$ cat config.mk
export PLATFORM = sky130hd
export DESIGN_NAME = grrf_mul
export DESIGN_NICKNAME = d
export VERILOG_FILES = /design/src/design/geo_route_request_rebroadcast_filter_core_macros.svh /design/src/design/grrf_mul.sv
export SDC_FILE = /design/constraint.sdc
export NUM_CORES = 2
export LEC_CHECK = 0
export ABC_CLOCK_PERIOD_IN_PS = 11050
export BUFFER_PORTS_ARGS = -buffer_cell sky130_fd_sc_hd__buf_2
export CAP_MARGIN = 15
export CORE_ASPECT_RATIO = 0.7
export CORE_MARGIN = 3
export CORE_UTILIZATION = 43
export DETAILED_ROUTE_END_ITERATION = 8
export PLACE_DENSITY = 0.64
export SETUP_SLACK_MARGIN = 0.1
export SLEW_MARGIN = 10
export SYNTH_ARGS = -nofsm -noshare
export SYNTH_HDL_FRONTEND = slang
export SYNTH_SLANG_ARGS = --single-unit
$ cat constraint.sdc
create_clock -name clk_i -period 11.05 [get_ports clk_i]
set_input_delay 2.7625 -clock clk_i [delete_from_list [all_inputs] [get_ports clk_i]]
set_output_delay 2.7625 -clock clk_i [all_outputs]
set_load 0.01 [all_outputs]
$ cat src/design/geo_route_request_rebroadcast_filter_core_macros.svh
// Assertion macros shared by the rebroadcast filter design files.
`ifndef GEO_ROUTE_REQUEST_REBROADCAST_FILTER_CORE_MACROS_SVH
`define GEO_ROUTE_REQUEST_REBROADCAST_FILTER_CORE_MACROS_SVH

// Implication in the same cycle.
`define GRRF_ASSERT_IMP(lbl, ante, cons) \
  lbl: assert property (@(posedge clk_i) disable iff (!rst_ni) (ante) |-> (cons)) \
    else $error("assertion failed");

// Implication checked in the following cycle.
`define GRRF_ASSERT_NEXT(lbl, ante, cons) \
  lbl: assert property (@(posedge clk_i) disable iff (!rst_ni) (ante) |=> (cons)) \
    else $error("assertion failed");

// Implication checked a fixed number of cycles later.
`define GRRF_ASSERT_DELAY(lbl, ante, n, cons) \
  lbl: assert property (@(posedge clk_i) disable iff (!rst_ni) (ante) |-> ##n (cons)) \
    else $error("assertion failed");

`endif

$ cat src/design/grrf_mul.sv
// Two stage unsigned multiplier built from registered 32 by 32 partial products.
`default_nettype none
module grrf_mul #(
  parameter int A_W = 35,
  parameter int B_W = 35
) (
  input  wire logic               clk_i,
  input  wire logic [A_W-1:0]     a_i,
  input  wire logic [B_W-1:0]     b_i,
  output logic [A_W+B_W-1:0]      p_o
);

  localparam int NA = (A_W + 31) / 32;
  localparam int NB = (B_W + 31) / 32;
  localparam int AW = (NA + NB) * 32;

  logic [NA*32-1:0] a_ext;
  logic [NB*32-1:0] b_ext;
  logic [63:0]      pp_q [NA*NB];
  logic [AW-1:0]    acc;
  logic [A_W+B_W-1:0] p_q;

  assign a_ext = (NA*32)'(a_i);
  assign b_ext = (NB*32)'(b_i);

  always_ff @(posedge clk_i) begin
    for (int i = 0; i < NA; i++) begin
      for (int j = 0; j < NB; j++) begin
        pp_q[i*NB+j] <= 64'(a_ext[32*i +: 32]) * 64'(b_ext[32*j +: 32]);
      end
    end
  end

  always_comb begin
    acc = '0;
    for (int i = 0; i < NA; i++) begin
      for (int j = 0; j < NB; j++) begin
        acc = acc + (AW'(pp_q[i*NB+j]) << (32 * (i + j)));
      end
    end
  end

  always_ff @(posedge clk_i) begin
    p_q <= (A_W+B_W)'(acc);
  end

  assign p_o = p_q;

endmodule
`default_nettype wire

# Yosys cells after proc, flatten, opt, wreduce, memory -nomap -nowiden
# Memories as Yosys holds them, arrays and structs flattened.
# Index checks and enable logic that the tools add are counted.
classes:
  addsub: 3
  mul: 4
op_table:
  columns: ["cell", "n"]
  rows:
  - ["70-bit adder", 2]
  - ["64-bit by 70-bit adder with 70-bit output", 1]
  - ["32-bit by 32-bit multiplier with 64-bit output", 1]
  - ["3-bit by 32-bit multiplier with 35-bit output", 1]
  - ["32-bit by 3-bit multiplier with 35-bit output", 1]
  - ["3-bit by 3-bit multiplier with 6-bit output", 1]
totals:
  register_bits: 70
  ram_bits: 256
  input_bits: 71
  out_inout_bits: 70
  elab_cells: 9
  memories: 1
memory_table:
  columns: ["name", "words", "width", "rd", "rd_ports_with_merged_regs", "write_ports", "line_no", "source"]
  rows:
  - ["pp_q", 4, 64, 4, 0, 4, "grrf_mul.sv:19", "logic [63:0] pp_q [NA*NB];"]

# Logic depth before layout (Yosys ltp)
# An unclocked memory read counts as a cell.
logic_depth:
  word_depth: 4
  ltp_mapped: 28
  ltp_nobuf: 26

# Worst setup path after synthesis
# No wires, ideal clock.
synth_path:
  path_kind: "input-to-reg"
  from: "input port b_i[2]"
  to: "memory pp_q[0][59]"
  setup_ns: 0.120
  t_arrival_ns: 9.267
  required_time_ns: 10.930
  slack_ns: 1.663
  path_stages: 26
  path_buffers: 2
  path_cell_list: "clkbuf_1 and2_1 fa_1 inv_1 fa_1 fa_1 fa_1 inv_1 fa_1 inv_1 fa_1 inv_1 fa_1 fa_1 ha_1 clkbuf_1 a211oi_1 o21ai_0 a21oi_1 o22ai_1 nand2_1 o21ai_0 a21oi_1 a21oi_1 a41oi_1 xnor2_1"
synth_rtl:
  columns: ["item", "line_no", "source"]
  rows:
  - ["start: declaration", "grrf_mul.sv:9", "input wire logic [B_W-1:0] b_i,"]
  - ["end: declaration", "grrf_mul.sv:19", null]

==> results.py <==
metrics = {
    "synth": {
        "ys_ff_latch": 210,
        "syn-num-nets": 6428,
        "syn_inst": 4990,
        "yosys-top-cells-count": "inv_1, fa_1, nand2_1, and2_1, ha_1",
        "synth_top_area_share_pct": 43.8,
        "ys_seq_area_share_pct": 9.24,
        "yosysTopAreaCell": "fa_1",
        "synth-edff-count": 0,
        "synth-async-reset-ratio_pct": 0,
        "yosysMostFrequentCell": "inv_1",
        "yosys_warnings": 0,
        "postSynthAreaPerCell_um2": 9.12,
        "synth_flop_cell": "dfxtp_1",
        "synth_area_leaders": "fa_1, ha_1, dfxtp_1",
        "syn_area_um2": 45500,
        "ys_types": 71,
    },
    "placement": {
        "place_area_um2": 47800,
        "dp_hpwl_um": 109000,
        "place_ws_ns": 0.459,
        "place_congestion": 0.977,
        "portBuffers": 140,
    },
    "route": {
        "drt-total-wl_um": 135000,
        "wire_per_inst_um": 21.0,
        "postRouteAntennaNets": 0,
        "wl_met2_um": 54800,
        "via_per_inst": 5.23,
        "met3WireLength_um": 17000,
        "drt_iter0_drc": 2836,
        "vias": 33700,
        "m1WireLength_um": 61400,
        "drc": 0,
        "drt_pass1_iterations": 5,
        "top_layer": "met5",
    },
    "timing": {
        "clock_skew_ns": 0.0159,
        "post-route-min-period_ns": 10.21,
        "worst_pin_slew_ns": 1.05,
        "rsz0062_at_grt": "false",
        "setup_viol_count_final": 0,
        "hold_viol": 0,
        "post-route-worst-setup-slack_ns": 0.839,
        "relSlewSlack_pct": 30.1,
        "finalCritPeriodShare_pct": 92.4,
        "fmax_ghz": 0.0979,
        "final.setup.tns_ns": 0,
        "timing.final.max_slew_violations": 0,
    },
    "worst_setup_path": {
        "cp_top_family": "adder cells",
        "cp-start-kind": "input pin",
        "worstPathRequired_ns": 11.48,
        "endpoint_kind": "flip-flop",
        "path_common_cell": "fa_1",
        "critPathArrivalTime_ns": 10.64,
        "regToRegSetupSlack_ns": 7.18,
        "criticalPathCategory": "input pin to flip-flop",
        "worst_path_max_delay_cell": "buf_2",
        "path_max_fanout": 24,
        "path_cells": "buf_2, buf_4, and2_1, fa_1, inv_1, fa_1, inv_1, fa_1, fa_1, fa_1, fa_1, fa_1, fa_1, ha_1, a21oi_1, o21ai_0, nor2_1, nand3b_1, o21ai_1, a21oi_1, a211o_1, a31o_2, o22ai_1, xnor2_1",
        "crit_buf_inv": 4,
        "crit_path_max_incr_delay_ns": 0.76,
    },
    "floorplanning": {
        "die_area_um2": 110000,
        "die_h_um": 278,
        "die_x_um": 395,
        "core-area_um2": 105000,
        "initial_utilization_pct": 43.5,
        "rows": 99,
        "pin_count": 141,
    },
    "grt": {
        "antenna_found_initial": 10,
        "grt_pass1_vias": 35500,
        "grt_max_degree": 36,
        "grt_pass1_wl_um": 212000,
        "overflow": 0,
        "track_usage_pct": 25.1,
    },
    "clock_network": {
        "cts_max_level": 1,
        "cts_setup_buffers": 0,
        "clk_pin_slew_ns": 0.07,
        "cts_tree": "done",
        "clk_latency_ns": 0.55,
        "cts_buffers": 25,
        "holdBufCountCts": 0,
        "cts_resized": 0,
        "cts_max_path_buffers": 3,
        "cts_sinks": 210,
        "clockRootBuffer": "clkbuf_16",
    },
    "status": {
        "status": "finished, final reports clean",
    },
    "finish": {
        "area_delta_synth_final_pct": 7.02,
        "fin_nets": 6451,
        "drive_gt1_share_pct": 5.90,
        "fin_area_um2": 48700,
    },
    "min_path": {
        "hp-class": "flip-flop to flip-flop",
    },
    "run": {
        "cap_violations": 0,
    },
}
-- kinds of logic (layout without fill, tap and decap cells) --
kind of cell	after synthesis	after routing	synth area share, %
and+or+nand+nor	1559	1559	17.0
DFF	210	210	9.24
AOI/OAI and AO/OA	462	462	6.59
adders and majority gates	1367	1367	54.0
buffers and inverters	1242	1283	10.3
other	0	2	0
xor gates and xnor gates	150	150	2.89
-- flip-flops by register name, summed over array words and instances, names as in the netlist --
signal / flops
pp_q: 140
p_o: 70
-- layout by cell type, fill, tap and decap left out, types with 4 or more instances in the layout --
cell       instances
a21oi_1          152
nand4_1           13
o21ai_0           71
o22ai_1            5
dfxtp_1          210
fa_1             996
xor2_1            46
nor3b_1            6
o21bai_1          26
clkbuf_16         25
nor2_1            84
o31ai_1            5
inv_1           1002
nor3_1            14
nor2b_1           23
buf_2            140
a21o_1            77
o21a_1            22
and2_1           627
inv_6              4
nand2b_1          12
xnor2_1          104
a31oi_1           16
ha_1             371
nand3_1           32
a31o_2             4
and3_1            18
nand2_1          711
a41oi_1            4
o21ai_1            4
a211oi_1          15
o211ai_1          11
a211o_1            4
buf_4             93
-- per-stage QoR --
step | instances | utilization, % | hold slack [ns]
floorplan | 4990 | - | 0.310
global placement | 6400 | 45.8 | 0.312
detailed placement | 6400 | 45.8 | 0.312
CTS | 6445 | 46.6 | 0.318
global route | 6445 | 46.6 | 0.323
finish | 6447 | 46.6 | 0.314
-- final timing paths --
check                   endpoint           startpoint  cells after the start
max          pp_q[0][56]$_DFF_P_              b_i[18]                     24
min              p_o[29]$_DFF_P_  pp_q[0][29]$_DFF_P_                      0
max reg2reg      p_o[69]$_DFF_P_   pp_q[1][1]$_DFF_P_                     15
min reg2reg      p_o[29]$_DFF_P_  pp_q[0][29]$_DFF_P_                      0
-- layout make-up --
class | count | area, µm²
repair buffers | 236 | 1460
well taps | 1414 | 1770
clock inverters | 16 | 195
fillers | 10100 | 55800
inverters | 1002 | 3760
diodes | 2 | 5.00
flip-flops and latches | 210 | 4200
clock buffers | 29 | 671
multi-input cells | 3538 | 36600
-- routing by layer --
metal	up-vias	GRT usage, %
met4	6	4.07
li1	15000	-
met5	-	0
met3	143	7.74
met2	1543	35.9
met1	17000	37.7
Power is not shown: default switching activity piles up to over one toggle a cycle in this logic, so the estimate is an artifact.
